===== src/lwed_pkg.sv =====
// Shared types and constants for the LWE decryption block.
// Used by the top level, multiplier and divider of the block and by its checker; depends on nothing.
`timescale 1ns / 1ps

package lwed_pkg;

	// Field widths of the item and register formats.
	localparam int VALUE_W   = 64;
	localparam int INDEX_W   = 10;
	localparam int KIND_W    = 2;
	localparam int MSG_W     = 16;
	localparam int PMOD_W    = 17;
	localparam int PROD_W    = 2 * VALUE_W;
	localparam int S_TDATA_W = ((INDEX_W + VALUE_W + 7) / 8) * 8;
	localparam int M_TDATA_W = ((MSG_W + 7) / 8) * 8;

	// Key store geometry.
	localparam int KEY_LENGTH = 1024;
	localparam int KEY_AW     = INDEX_W;

	// Bit-serial divider: one quotient bit per cycle over the full product.
	localparam int DIV_STEPS = PROD_W;
	localparam int DIV_CW    = $clog2(DIV_STEPS);

	// Register reset values.
	localparam logic [VALUE_W-1:0] CMOD_RESET = 64'd4294967295;
	localparam logic [PMOD_W-1:0]  PMOD_RESET = 17'd256;

	// Configuration register indexes.
	localparam logic REG_CIPHER_MODULUS = 1'b0;
	localparam logic REG_PLAIN_MODULUS  = 1'b1;

	// Item kinds carried on tuser; the fourth code is ignored.
	typedef enum logic [KIND_W-1:0] {
		KIND_KEY  = 2'd0,
		KIND_MASK = 2'd1,
		KIND_BODY = 2'd2
	} kind_t;

endpackage


===== src/lwed_mul.sv =====
// Iterative 64 x 64 multiplier built from one 32 x 32 partial-product unit.
// Four partial products are formed in turn and summed into a 128-bit product.
// Depends on lwed_pkg.
`timescale 1ns / 1ps

module lwed_mul (
	input  logic                          clk,
	input  logic                          arst_n,
	input  logic                          start,
	input  logic [lwed_pkg::VALUE_W-1:0]  a,
	input  logic [lwed_pkg::VALUE_W-1:0]  b,
	output logic                          done,
	output logic [lwed_pkg::PROD_W-1:0]   prod
);

	localparam int HALF_W = lwed_pkg::VALUE_W / 2;

	logic [lwed_pkg::VALUE_W-1:0] a_q, b_q;
	logic [1:0]                   step_q;
	logic                         run_q;
	logic [lwed_pkg::VALUE_W-1:0] pp_s1;
	logic [1:0]                   sel_s1;
	logic                         pv_s1, last_s1;
	logic [lwed_pkg::PROD_W-1:0]  acc_q;
	logic                         done_q;

	logic [HALF_W-1:0]            a_part, b_part;
	logic [1:0]                   half_sum;
	logic [$clog2(lwed_pkg::PROD_W)-1:0] shamt;

	// Operand halves for the current step: bit 1 picks the half of a, bit 0 of b.
	assign a_part = step_q[1] ? a_q[lwed_pkg::VALUE_W-1:HALF_W] : a_q[HALF_W-1:0];
	assign b_part = step_q[0] ? b_q[lwed_pkg::VALUE_W-1:HALF_W] : b_q[HALF_W-1:0];

	// Weight of the registered partial product in units of one half word.
	assign half_sum = {1'b0, sel_s1[1]} + {1'b0, sel_s1[0]};
	assign shamt    = {half_sum, 5'b0};

	// Control: step counter, partial-product stage and completion pulse.
	always_ff @(posedge clk or negedge arst_n) begin
		if (!arst_n) begin
			run_q   <= 1'b0;
			step_q  <= '0;
			pv_s1   <= 1'b0;
			last_s1 <= 1'b0;
			done_q  <= 1'b0;
		end else begin
			done_q <= 1'b0;
			if (start) begin
				run_q   <= 1'b1;
				step_q  <= '0;
				pv_s1   <= 1'b0;
				last_s1 <= 1'b0;
			end else begin
				pv_s1   <= run_q;
				last_s1 <= run_q && (step_q == 2'd3);
				if (run_q) begin
					step_q <= step_q + 2'd1;
					if (step_q == 2'd3) begin
						run_q <= 1'b0;
					end
				end
				if (pv_s1 && last_s1) begin
					done_q <= 1'b1;
				end
			end
		end
	end

	// Datapath: operands, partial product and running sum.
	always_ff @(posedge clk) begin
		if (start) begin
			a_q   <= a;
			b_q   <= b;
			acc_q <= '0;
		end else begin
			if (run_q) begin
				pp_s1  <= {{HALF_W{1'b0}}, a_part} * {{HALF_W{1'b0}}, b_part};
				sel_s1 <= step_q;
			end
			if (pv_s1) begin
				acc_q <= acc_q + ({{lwed_pkg::VALUE_W{1'b0}}, pp_s1} << shamt);
			end
		end
	end

	assign done = done_q;
	assign prod = acc_q;

endmodule


===== config.mk =====
export PLATFORM = sky130hd
export DESIGN_NAME = lwed_mul
export DESIGN_NICKNAME = d
export VERILOG_FILES = /design/src/lwed_pkg.sv /design/src/lwed_mul.sv
export SDC_FILE = /design/constraint.sdc
export NUM_CORES = 2
export LEC_CHECK = 0
export BUFFER_PORTS_ARGS = -buffer_cell sky130_fd_sc_hd__buf_2
export CAP_MARGIN = 20
export CORE_MARGIN = 10
export CORE_UTILIZATION = 30
export DETAILED_ROUTE_END_ITERATION = 12
export GPL_TIMING_DRIVEN = 0
export SYNTH_ARGS = -nofsm -noshare
export SYNTH_HDL_FRONTEND = slang
export SYNTH_SLANG_ARGS = --single-unit

===== constraint.sdc =====
create_clock -name clk -period 9.73 [get_ports clk]
set_clock_uncertainty 0.2 [all_clocks]
set_input_delay 1.4595 -clock clk [delete_from_list [all_inputs] [get_ports clk]]
set_output_delay 1.4595 -clock clk [all_outputs]
set_load 0.02 [all_outputs]

# After elaboration in Yosys (flattened, before gate mapping)
# Cells that the tools add are included.
[totals]
out_inout_bits = 129
in_bits = 131
elab_cells = 32
regBits = 328
[classes]
n_mul = 1
mux = 11
addsub = 3
shifts = 1
bitwise = 1
eq_ne = 1
reduce_logical = 4
[ops]
columns = ["cell", "count"]
rows = [
  ["128-bit adder", 1],
  ["64-bit by 7-bit << shifter with 128-bit output", 1],
  ["32-bit by 32-bit multiplier with 64-bit output", 1],
  ["32-bit 2-to-1 mux", 2],
  ["1-bit 2-to-1 mux", 7],
  ["2-bit 2-to-1 mux", 2],
  ["1-bit by 1-bit adder with 2-bit output", 1],
  ["2-bit by 1-bit adder with 2-bit output (second input constant)", 1],
  ["2-bit == test (second input constant)", 1],
  ["1-bit logical AND", 2],
  ["2-bit AND reduction", 1],
  ["2-bit nonzero test", 1],
  ["1-bit NOT", 1],
]

# Longest topological paths before layout
[logic_depth]
depth_word = 4
mapped_depth = 35
ltp_nobuf = 31

# Least setup slack after synthesis
# No wires, ideal clock.
[synth_timing]
path_type = "flip-flop to flip-flop"
startpoint = "reg step_q[0]"
endpoint = "reg pp_s1[63] (netlist name), data pin"
arrival_ns = 8.750
setup_time_ns = 0.259
path_stages_with_launch = 31
path_buffers = 4
period_less_slack_ns = 9.208
setup_slack_ns = 0.522
t_required_ns = 9.271
path_cell_list = "dfrtp_1 > clkbuf_1 > buf_1 > buf_1 > mux2_2 > nand2_1 > fa_1 > inv_1 > fa_1 > inv_1 > fa_1 > fa_1 > inv_1 > fa_1 > fa_1 > fa_1 > fa_1 > ha_1 > clkbuf_1 > o21ai_0 > o21ai_1 > a221oi_1 > nand3_1 > o21ai_2 > a311oi_1 > nor3_2 > o21ai_1 > a311o_1 > a221oi_2 > o21ai_1 > xnor2_1"
[synth_via]
elab_chain_len = 2
[synth_lines]
columns = ["item", "line", "source"]
rows = [
  ["from (decl)", "lwed_mul.sv:19", "logic [1:0] step_q;"],
  ["from (signal assigned)", "lwed_mul.sv:58", "step_q <= step_q + 2'd1;"],
  ["32-bit 2-to-1 mux", "lwed_mul.sv:33", "assign b_part = step_q[0] ? b_q[lwed_pkg::VALUE_W-1:HALF_W] : b_q[HALF_W-1:0];"],
  ["32-bit by 32-bit multiplier with 64-bit output", "lwed_mul.sv:78", "pp_s1 <= {{HALF_W{1'b0}}, a_part} * {{HALF_W{1'b0}}, b_part};"],
  ["to (signal assigned)", "lwed_mul.sv:78", ""],
  ["to (decl)", "lwed_mul.sv:21", "logic [lwed_pkg::VALUE_W-1:0] pp_s1;"],
]
# No other way between the ends.
# A chain may end at the register's enable or synchronous reset.

# Worst setup path in the final report
[layout_timing]
startpoint = "reg step_q[1]"
endpoint = "reg pp_s1[60] (netlist name), data pin"
[layout_via]
elab_chain_len = 2
[layout_lines]
columns = ["item", "line", "source"]
rows = [
  ["32-bit 2-to-1 mux", "lwed_mul.sv:32", "assign a_part = step_q[1] ? a_q[lwed_pkg::VALUE_W-1:HALF_W] : a_q[HALF_W-1:0];"],
  ["32-bit by 32-bit multiplier with 64-bit output", "lwed_mul.sv:78", ""],
]
# No other way between the ends.

==> impl_results.md <==
* CP Max Fanout at 10
* Ys async rst share at 0.0183
* Placed cells at roughly 8500
* Crit path arrival time at 9.76 ns
* First-pass GRT wire length at ~320 mm
* Post-Syn Area per Cell at 8.97 sq um
* Vias in the first global route at roughly 46000
* Row cnt at between 150 and 200
* Post-route insts no fill at 8574
* GRT met2 Usage at 0.359
* Synth Instances at ~6000
* Layout cells sized above 1 at 0.126
* Crit-path slowest cell: fa_1
* Worst-path clk slew at 0.06 ns
* Global-route met3 utilization at 0.0674
* Final hold vios at 0
* Pre-CTS WS at -2.84 ns
* GRT Resource Usage Total at 0.231
* Root Driver: clkbuf_16
* Yosys warns at 0
* Max Fclk at 0.105 GHz
* Die area at 192000 sq um
* Starting Density at 0.301
* Critical path endpoint category: flop
* Post-synth EDFFs at 194
* Hold Path Class: reg -> reg
* GRT busiest layer: met2
* #FFs+latches synth at roughly 330
* Predominant post-synthesis flop cell: edfxtp_1
* Crit-path most repeated cell: fa_1
* Drt wl/cell at between 20 and 30 um
* Grt total ovfl at 0
* Clock latency on the worst-skew pair at roughly 0.66 ns
* Fin crit share at 0.983
* Core Util, Final at 0.350
* Seq/Total Area, Yosys at 0.163
* CTS Buf Count at between 40 and 50
* Total number of vias at between 40000 and 50000
* ANT nets after route at 0
* # setup viols final at 0
* Post-CTS Hold Buffers at 0
* Critical Path RT at 9.92 ns
* HPWL reported at the end of detailed placement at between 150 and 200 mm
* Mapped Area at 52300 sq um
* Area grow syn2layout at 16.0%
* Drt total wl at 227 mm
* Slowest stage delay, CP at approximately 0.59 ns
* CTS max path bufs at 3
* CTS Sinks at ~330
* Die Span X at between 400 and 500 um
* PortBufs at between 200 and 300
* Fillers at roughly 18000
* Total negative slack at 0 ns
* Final setup margin at 0.162 ns
* Io pins at between 200 and 300
* MaxCap Viol Count at 0
* Htree depth at 2
* Startpoint types: flop
* DR iter-0 viols at 4266
* Antenna violations before repair at 8
* Commonest non-fill, non-tap cell in the layout: inv_1
* CTS tree: done
* Core area at ~170000 sq um
* Most frequent cells in the layout: inv_1 (925), fa_1 (872), nor2_1 (854)
* Die Ht at between 400 and 500 um
* Synth Net Count at 7252
* Via density at approximately 5.2
* Status: completed
* Netlist cell types at 82
* Largest net degree at the start of global routing at 106
* # DRC at 0
* Post-layout net count at approximately 7600
* DRT Pass-1 Iters at 6
* Setup CP Type: reg -> reg
* Slew @ Worst Pin at approximately 1.1 ns
* Tmin final at roughly 9.6 ns
* Routability cong. at approximately 1.0
* Slew HR at 0.236
* Met1 GRT Util at 0.295
* Final Max Tran Viols at 0
Yosys cell counts (all sizes together) (13+ instances only):
cell type | count | area, sq um
or3 | 14 | 87.6
a211oi | 20 | 155
a21o | 90 | 676
o21a | 27 | 203
o211ai | 17 | 133
dfxtp | 128 | 2560
xnor2 | 111 | 972
edfxtp | 194 | 5830
mux2 | 65 | 732
inv | 931 | 3490
and2 | 45 | 282
o21ai | 200 | 1000
nand4 | 67 | 419
a22o | 33 | 289
nand2b | 16 | 100
and3 | 13 | 81.3
nand3 | 34 | 170
o31ai | 15 | 123
nand2 | 653 | 2450
o21bai | 54 | 405
nor2b | 14 | 87.6
nor3 | 38 | 195
buf | 32 | 135
xor2 | 66 | 578
fa | 897 | 18000
ha | 392 | 4900
nor2 | 855 | 3210
a21oi | 262 | 1310
mux2i | 156 | 1560
a31oi | 21 | 138
clkbuf | 248 | 931
sequential cells by signal (all words and copies together), names as in the netlist:
register,count
pp_s1,64
step_q,2
sel_s1,2
prod,128
last_s1,1
pv_s1,1
run_q,1
done,1
b_q,64
a_q,64
path summary, 6_finish.rpt:
kind	slack, ns	startpoint	endpoint	cells after the start
max	0.16	step_q[1]	pp_s1[60]	29
min	0.27	prod[105]	prod[105]	2
max reg2reg	0.16	step_q[1]	pp_s1[60]	29
min reg2reg	0.27	prod[105]	prod[105]	2
max in group asynchronous	8.64	arst_n	step_q[1]	1
min in group asynchronous	0.46	arst_n	last_s1	1
cell families (layout without fill, tap and decap cells):
group                      after synthesis  in the layout  share of synthesized area
and+or+nand+nor                       1793           1793                      0.142
adders and majority gates             1289           1289                      0.437
buffers and inverters                 1212           1625                     0.0872
AOI/OAI and AO/OA                      812            812                     0.0976
DFF                                    328            328                      0.163
muxes                                  221            221                     0.0438
xor gates and xnor gates               177            177                     0.0296
other                                    0              4                          0
worst max-delay path, delay by kind of cell, from the launching register on:
| kind | cells | cell delay (ns) |
|---|---|---|
| AO/OA/AOI/OAI | 10 | 2.04 |
| XOR/XNOR | 1 | 0.15 |
| adder cells (fa/ha/maj) | 9 | 4.73 |
| buffers and inverters | 6 | 1.02 |
| flip-flops | 1 | 0.58 |
| multiplexers | 1 | 0.32 |
| AND/OR/NAND/NOR | 2 | 0.22 |
timing repair:
action / CTS / global route
setup endpoints to repair: 45 / 11
pin swaps: 11 / 33
cloned: 1 / 1
resized for setup: 358 / 178
buffers inserted: 26 / 26
final cells by class:
class	instances	area (sq um)	area share
Tap cell	2325	2910	0.0479
Multi-Input combinational cell	4292	40200	0.663
Clock buffer	45	1060	0.0175
Sequential cell	328	8540	0.141
Antenna cell	4	10.0	0.000165
Inverter	932	3500	0.0576
Buffer	264	1740	0.0286
Clock inverter	30	354	0.00583
Timing Repair Buffer	354	2350	0.0387
layer usage:
| layer | share of wire | routed length (um) | vias to the layer above |
|---|---|---|---|
| li1 | - | - | 19400 |
| met1 | 0.40 | 91500 | 22400 |
| met2 | 0.43 | 98400 | 2303 |
| met3 | 0.10 | 23400 | 451 |
| met4 | 0.060 | 13600 | 0 |
| met5 | 0 | 0 | - |
per-stage QoR:
stage                     hold WS, ns  area, sq um
after floorplan                 0.228        52300
after global placement          0.263        56500
after detailed placement        0.268        57200
after CTS                       0.277        60000
after global routing            0.305        60700
final                           0.270        60700
Power is not shown: default switching activity piles up to over one toggle a cycle in this logic, so the estimate is an artifact.
