[src/lwed_pkg.sv]
// Shared types and constants for the LWE decryption block.
// Used by the top level, multiplier and divider of the block and by its checker; depends on nothing.
`timescale 1ns / 1ps

package lwed_pkg;

	// Field widths of the item and register formats.
	localparam int VALUE_W   = 64;
	localparam int INDEX_W   = 10;
	localparam int KIND_W    = 2;
	localparam int MSG_W     = 16;
	localparam int PMOD_W    = 17;
	localparam int PROD_W    = 2 * VALUE_W;
	localparam int S_TDATA_W = ((INDEX_W + VALUE_W + 7) / 8) * 8;
	localparam int M_TDATA_W = ((MSG_W + 7) / 8) * 8;

	// Key store geometry.
	localparam int KEY_LENGTH = 1024;
	localparam int KEY_AW     = INDEX_W;

	// Bit-serial divider: one quotient bit per cycle over the full product.
	localparam int DIV_STEPS = PROD_W;
	localparam int DIV_CW    = $clog2(DIV_STEPS);

	// Register reset values.
	localparam logic [VALUE_W-1:0] CMOD_RESET = 64'd4294967295;
	localparam logic [PMOD_W-1:0]  PMOD_RESET = 17'd256;

	// Configuration register indexes.
	localparam logic REG_CIPHER_MODULUS = 1'b0;
	localparam logic REG_PLAIN_MODULUS  = 1'b1;

	// Item kinds carried on tuser; the fourth code is ignored.
	typedef enum logic [KIND_W-1:0] {
		KIND_KEY  = 2'd0,
		KIND_MASK = 2'd1,
		KIND_BODY = 2'd2
	} kind_t;

endpackage

[src/lwed_div.sv]
// Bit-serial restoring divider: 128-bit dividend by a 64-bit divisor.
// One quotient bit per cycle; keeps the low 64 quotient bits and the remainder.
// Depends on lwed_pkg.
`timescale 1ns / 1ps

module lwed_div (
	input  logic                          clk,
	input  logic                          arst_n,
	input  logic                          start,
	input  logic [lwed_pkg::PROD_W-1:0]   num,
	input  logic [lwed_pkg::VALUE_W-1:0]  den,
	output logic                          done,
	output logic [lwed_pkg::VALUE_W-1:0]  quo,
	output logic [lwed_pkg::VALUE_W-1:0]  rem
);

	logic [lwed_pkg::PROD_W-1:0]  num_q;
	logic [lwed_pkg::VALUE_W-1:0] den_q, rem_q, quo_q;
	logic [lwed_pkg::DIV_CW-1:0]  cnt_q;
	logic                         run_q, done_q;

	logic [lwed_pkg::VALUE_W:0]   shifted, diff;
	logic                         ge;

	// One step: shift in the next dividend bit, subtract when the divisor fits.
	assign shifted = {rem_q, num_q[lwed_pkg::PROD_W-1]};
	assign diff    = shifted - {1'b0, den_q};
	assign ge      = shifted >= {1'b0, den_q};

	// Control: step counter and completion pulse.
	always_ff @(posedge clk or negedge arst_n) begin
		if (!arst_n) begin
			run_q  <= 1'b0;
			cnt_q  <= '0;
			done_q <= 1'b0;
		end else begin
			done_q <= 1'b0;
			if (start) begin
				run_q <= 1'b1;
				cnt_q <= '0;
			end else if (run_q) begin
				cnt_q <= cnt_q + 1'b1;
				if (cnt_q == lwed_pkg::DIV_CW'(lwed_pkg::DIV_STEPS - 1)) begin
					run_q  <= 1'b0;
					done_q <= 1'b1;
				end
			end
		end
	end

	// Datapath: partial remainder, quotient and dividend shift register.
	always_ff @(posedge clk) begin
		if (start) begin
			num_q <= num;
			den_q <= den;
			rem_q <= '0;
			quo_q <= '0;
		end else if (run_q) begin
			num_q <= {num_q[lwed_pkg::PROD_W-2:0], 1'b0};
			rem_q <= ge ? diff[lwed_pkg::VALUE_W-1:0] : shifted[lwed_pkg::VALUE_W-1:0];
			quo_q <= {quo_q[lwed_pkg::VALUE_W-2:0], ge};
		end
	end

	assign done = done_q;
	assign quo  = quo_q;
	assign rem  = rem_q;

endmodule

[config.mk]
export PLATFORM = sky130hd
export DESIGN_NAME = lwed_div
export DESIGN_NICKNAME = d
export VERILOG_FILES = /design/src/lwed_pkg.sv /design/src/lwed_div.sv
export SDC_FILE = /design/constraint.sdc
export NUM_CORES = 1
export LEC_CHECK = 0
export BUFFER_PORTS_ARGS = -buffer_cell sky130_fd_sc_hd__clkbuf_2
export CAP_MARGIN = 20
export CORE_ASPECT_RATIO = 0.9
export CORE_UTILIZATION = 56
export DETAILED_ROUTE_END_ITERATION = 6
export GPL_TIMING_DRIVEN = 0
export PLACE_DENSITY_LB_ADDON = 0.08
export SYNTH_ARGS = -nofsm -noshare
export SYNTH_HDL_FRONTEND = slang
export SYNTH_SLANG_ARGS = --single-unit
export TNS_END_PERCENT = 5
[constraint.sdc]
create_clock -name clk -period 5.5 [get_ports clk]
set_clock_uncertainty 0.05 [all_clocks]
set_input_delay 0.275 -clock clk [delete_from_list [all_inputs] [get_ports clk]]
set_output_delay 0.275 -clock clk [all_outputs]
set_load 0.03 [all_outputs]
== Word-level counts from Yosys, hierarchy flattened ==
Index checks and enable logic that the tools add are counted.

* Register bits: 329
* Bits of input ports: 195
* Logic and storage cells: 23

* Add/subtract/negate cells: 2
* $lt $le $gt $ge: 1
* Equal/unequal tests: 1
* Mux-type cells: 11
* Reduce and logical (&&, ||, !) cells: 1

{| class="wikitable"
|+ Operator list
! operator !! number
|-
| $mux W128 || 2
|-
| $ge A65 B64 Y1 || 1
|-
| $mux W64 || 1
|-
| $sub A64 B64 Y64 || 1
|-
| $mux W7 || 2
|-
| $add A7 B1 Y7 const B || 1
|-
| $eq A7 B7 Y1 const B || 1
|-
| $mux W1 || 6
|-
| $reduce_bool A2 Y1 || 1
|}

== Logic depth before layout (Yosys ltp) ==
* Depth in word-level cells: 4
* Mapped depth: 15
* Depth with buffers taken out: 13

== Worst setup path before layout ==
OpenSTA, ideal clock, no wires.

* Path kind: register -> register
* Start: reg run_q
* End: reg num_q[0] (netlist name) (enable)
* Arrival: 3.485 ns
* Setup slack: 1.485 ns
* Cell stages (with the launch flop): 5
* Clock period less this slack: 4.015 ns
* Cells stage by stage: dfrtp_1 -> clkbuf_1 -> clkbuf_1 -> nor2_1 -> inv_1

* Word-level cells in the longest chain between the ends: 1

{| class="wikitable"
|+ RTL lines
! what !! RTL line !! source
|-
| start, declared || lwed_div.sv:20 || <nowiki>logic run_q, done_q;</nowiki>
|-
| start signal, assigned || lwed_div.sv:33 || <nowiki>run_q <= 1'b0;</nowiki>
|-
| start signal, assigned || lwed_div.sv:39 || <nowiki>run_q <= 1'b1;</nowiki>
|-
| start signal, assigned || lwed_div.sv:44 || <nowiki>run_q <= 1'b0;</nowiki>
|-
| $reduce_bool A2 Y1 (no source line) || n/a ||
|-
| end signal, assigned || lwed_div.sv:54 || <nowiki>num_q <= num;</nowiki>
|-
| end signal, assigned || lwed_div.sv:59 || <nowiki>num_q <= {num_q[lwed_pkg::PROD_W-2:0], 1'b0};</nowiki>
|-
| end, declared || lwed_div.sv:17 || <nowiki>logic [lwed_pkg::PROD_W-1:0] num_q;</nowiki>
|}

No other way between the ends.
A chain may end at the register's enable or synchronous reset.

== Final worst setup path ==
* Start: reg rem_q, in the netlist rem[22]
* End: reg rem_q, in the netlist rem[63]

* Word-level cells in the longest chain between the ends: 2
* Elaborated cells on any way between the ends: 3
* Those cells by class: add/sub: 1; order compare: 1; mux: 1

{| class="wikitable"
|+ RTL lines
! what !! RTL line !! source
|-
| start, declared || lwed_div.sv:18 || <nowiki>logic [lwed_pkg::VALUE_W-1:0] den_q, rem_q, quo_q;</nowiki>
|-
| start signal, assigned || lwed_div.sv:60 || <nowiki>rem_q <= ge ? diff[lwed_pkg::VALUE_W-1:0] : shifted[lwed_pkg::VALUE_W-1:0];</nowiki>
|-
| $sub A64 B64 Y64 or $ge A65 B64 Y1 (tied branches) || lwed_div.sv:27, lwed_div.sv:28 ||
|-
| $mux W64 (*) || lwed_div.sv:60 ||
|}

Mark *: on every way between the ends. The rest lies on a longest branch, timed or not.

==> flow_summary_export.csv <==
group,metric,value,unit
outcome,status,"finished, final reports clean",
drt,drt_pre_antenna_iters,5,
setup_path,setup.worst_path.start_class,"flop",
layout,area_growth,30.7,%
placed_design,dp_cells,2262,
synthesis,synth_area,16700,µm²
sta,rsz0062_at_grt,"false",
sta,setup-violations-final,0,
clock_network,htree_levels,2,
grt,grt_first_pass_wirelength,79000,µm
flow_run,cap_viol_max_count,0,
setup_path,critPathArrivalTime,4230,ps
grt,vias_in_the_first_global_route,14300,
grt,grt_max_degree,90,
layout,drive_gt1_frac,0.256,
hold_path,min_from,"num[12]",
drt,totalWireLength,51200,µm
setup_path,cp_max_fo,7,
synthesis,synth_seq_area_share,0.511,
placed_design,place.detailed.hpwl,33600,µm
setup_path,setup.worst_path.start,"rem[22]",
drt,routed_via_density,5.67,
clock_network,cts-root-buf,"sky130_fd_sc_hd__clkbuf_16",
die,io-pin-count,324,
placed_design,buffer_ports.inserted,323,
sta,finalHoldViolations,0,
sta,timing.slew.headroom,0.477,
sta,worst-slew-pin-transition,784,ps
drt,drt_first_iter_violations,1194,
die,core_area,29200,µm²
clock_network,post-cts-setup-buffers,0,
setup_path,endpoint,"rem[63]",
synthesis,synth.lib_cells_used.distinct,68,
grt,remaining_global_route_overflow,0,
pwr,pwr_density_cell,267,nW/µm²
die,die_area,30600,µm²
sta,finalWorstPathRequiredPeriod,3890,ps
die,fp.dieH,166,µm
clock_network,ctsLongestPathBuffers,3,
drt,route.vias.total,14200,
pwr,leakage,9.71,nW
clock_network,clk_latency,550,ps
synthesis,synth_edf_count,192,
clock_network,cts_tree,"done",
grt,antenna_violations_before_repair,2,
die,initial_core_util,0.574,
setup_path,timing.reg2reg.setup_slack,1610,ps
sta,totalNegativeSetupSlack,0,ps
clock_network,cts.sinks,329,
synthesis,ys.warnings.count,0,
setup_path,timing.rr.end,"rem[63]",
sta,final_min_period_over_clock_period,0.708,
synthesis,ys.flop_type,"sky130_fd_sc_hd__edfxtp_1",
synthesis,synth_async_sr_flop_share,0.0274,
sta,fmaxAchievable,257,MHz
die,die_x,184,µm
setup_path,critPathKind,"reg2reg",
setup_path,worst_r2r_startpoint,"rem[22]",
layout,fillers,2023,
drt,drtAntennaViolNets,0,
placed_design,routabilityCongestion,0.957,
synthesis,synthesis.instances,1541,
drt,drcViolationCount,0,
synthesis,synth.net_count,1802,
setup_path,endpoint_kind,"flop",
clock_network,clk_transition_reported_paths,70,ps
sta,report.final.slew_viol_count,0,
synthesis,synth_area_per_cell,10.9,µm²
die,placementRows,59,
synthesis,synth-seq-cells,329,
clock_network,tritoncts.num_buffers,36,
layout,fin_cells,2511,
setup_path,crit_required,5830,ps
pwr,peakVddDrop,0.000317,V
grt,gr-usage-all-layers,0.334,
hold_path,hp-class,"in2reg",
drt,wl_per_cell,20.4,µm
layout,design.final.nets,2346,
setup_path,timing.reg2reg.worst_path_depth,11,
## synth_stat cells, types with 16 or more instances
cell type                  number  area (µm²)
sky130_fd_sc_hd__o21ai_0       63         315
sky130_fd_sc_hd__xor2_1        20         175
sky130_fd_sc_hd__a21o_1        20         150
sky130_fd_sc_hd__nand2_1       97         364
sky130_fd_sc_hd__mux2i_1       92         921
sky130_fd_sc_hd__xnor2_1       44         385
sky130_fd_sc_hd__edfxtp_1     192        5770
sky130_fd_sc_hd__mux2_2       127        1430
sky130_fd_sc_hd__nand4_1       20         125
sky130_fd_sc_hd__ha_1          65         813
sky130_fd_sc_hd__inv_1         85         319
sky130_fd_sc_hd__a211oi_1      41         308
sky130_fd_sc_hd__dfxtp_1      128        2560
sky130_fd_sc_hd__nor2_1       164         616
sky130_fd_sc_hd__o21bai_1      17         128
sky130_fd_sc_hd__clkbuf_1      55         206
sky130_fd_sc_hd__a21oi_1       95         475
sky130_fd_sc_hd__o21ai_1       16        80.1
sky130_fd_sc_hd__nand3_1       24         120
## worst max-delay path: stages (launching register included)
cell and delay (ps):
sky130_fd_sc_hd__dfxtp_1 390, sky130_fd_sc_hd__ha_1 300, sky130_fd_sc_hd__clkbuf_1 270, sky130_fd_sc_hd__nand2_1 140, sky130_fd_sc_hd__nor4_1 360, sky130_fd_sc_hd__a21boi_0 490
sky130_fd_sc_hd__o21ai_1 240, sky130_fd_sc_hd__a41oi_1 620, sky130_fd_sc_hd__a21oi_1 300, sky130_fd_sc_hd__o211ai_1 290, sky130_fd_sc_hd__xnor2_1 160, sky130_fd_sc_hd__o22ai_1 100
## flip-flops by register name, indices dropped and copies added (netlist names)
signal and flops:
done 1, cnt_q 7, rem 64, run_q 1, num_q 128, quo 64, den_q 64
## how the worst min path moves through the flow
| stage | depth (start not counted) | slack [ps] | to |
|---|---|---|---|
| after floorplan | 0 | -70 | cnt_q[0] |
| after global placement | 1 | 100 | done |
| after detailed placement | 1 | 100 | cnt_q[6] |
| after CTS | 2 | 1 | num_q[1] |
| after global routing | 2 | 5 | num_q[99] |
| final | 2 | 20 | num_q[12] |
## timing repair
action / in CTS / in global routing
endpoints found under the hold margin: 188 / 1
hold buffers: 180 / 1
gates resized for setup: 0 / 0
## cell usage in the layout, fill, tap and decap left out, types with 7 or more instances in the layout
cell                            instances
sky130_fd_sc_hd__o211ai_1               9
sky130_fd_sc_hd__o21ai_0               63
sky130_fd_sc_hd__buf_1                 11
sky130_fd_sc_hd__mux2i_1               92
sky130_fd_sc_hd__nor4_1                 7
sky130_fd_sc_hd__a21oi_1               95
sky130_fd_sc_hd__nor3_1                12
sky130_fd_sc_hd__xnor2_1               44
sky130_fd_sc_hd__nand2_1               97
sky130_fd_sc_hd__a311oi_1              15
sky130_fd_sc_hd__o21bai_1              17
sky130_fd_sc_hd__dfxtp_1              128
sky130_fd_sc_hd__ha_1                  65
sky130_fd_sc_hd__mux2_2               127
sky130_fd_sc_hd__clkbuf_1              66
sky130_fd_sc_hd__clkbuf_16             37
sky130_fd_sc_hd__and3_1                 8
sky130_fd_sc_hd__buf_2                  8
sky130_fd_sc_hd__nand3_1               24
sky130_fd_sc_hd__nor2_1               164
sky130_fd_sc_hd__dfrtp_1                9
sky130_fd_sc_hd__nand4_1               20
sky130_fd_sc_hd__edfxtp_1             192
sky130_fd_sc_hd__clkbuf_2             325
sky130_fd_sc_hd__dlygate4sd3_1        181
sky130_fd_sc_hd__a21o_1                20
sky130_fd_sc_hd__inv_1                 84
sky130_fd_sc_hd__o21ai_1               16
sky130_fd_sc_hd__a211oi_1              41
sky130_fd_sc_hd__a31oi_1               15
sky130_fd_sc_hd__xor2_1                20
## metrics by stage
step | total power, W | utilization | hold WS (ps) | instance area (µm²) | worst slack [ps]
2_1_floorplan | 0.00315 | - | -70.6 | 16700 | 1480
3_3_place_gp | 0.00331 | 0.646 | 95.5 | 18900 | -1600
3_5_place_dp | 0.00332 | 0.648 | 101 | 18900 | 1780
4_1_cts | 0.00583 | 0.750 | 1.40 | 21900 | 1720
5_1_grt | 0.00604 | 0.751 | 4.96 | 21900 | 1450
6_report | 0.00585 | 0.751 | 17.9 | 21900 | 1610
## final cells by class
| type | count | area (µm²) | area share |
|---|---|---|---|
| sequential | 329 | 8550 | 0.391 |
| multi-input combinational | 1042 | 7480 | 0.342 |
| timing repair buffer | 506 | 3480 | 0.159 |
| clock buffer | 51 | 1010 | 0.0461 |
| tap | 396 | 495 | 0.0226 |
| buffer | 84 | 378 | 0.0173 |
| inverter | 86 | 328 | 0.0150 |
| clock inverter | 15 | 154 | 0.00703 |
| antenna | 2 | 5.00 | 0.000229 |
## routing by layer
metal / wire length (µm) / GRT usage / vias to the layer above
li1: - / - / 6696
met1: 21200 / 0.430 / 6828
met2: 25000 / 0.571 / 615
met3: 3520 / 0.0594 / 106
met4: 1480 / 0.102 / 0
met5: 0 / 0 / -
## cells by family (layout without fill, tap and decap cells)
family          count (synthesis)  in the layout  synth area share
compound gates                332            332             0.128
xor+xnor                       64             64            0.0335
fa+ha+maj                      66             66            0.0498
buf+inv                       170            742            0.0419
flops                         329            329             0.511
mux                           219            219             0.140
other cells                     0              2                 0
simple gates                  361            361            0.0955
## power breakdown
part	switching [W]	total [W]	internal, W
Combinational	0.000289	0.000594	0.000305
Sequential	0.0000551	0.00282	0.00277
Clock	0.00104	0.00244	0.00139
Total	0.00139	0.00585	0.00447
Note: power is estimated with default switching activity, not from simulation.
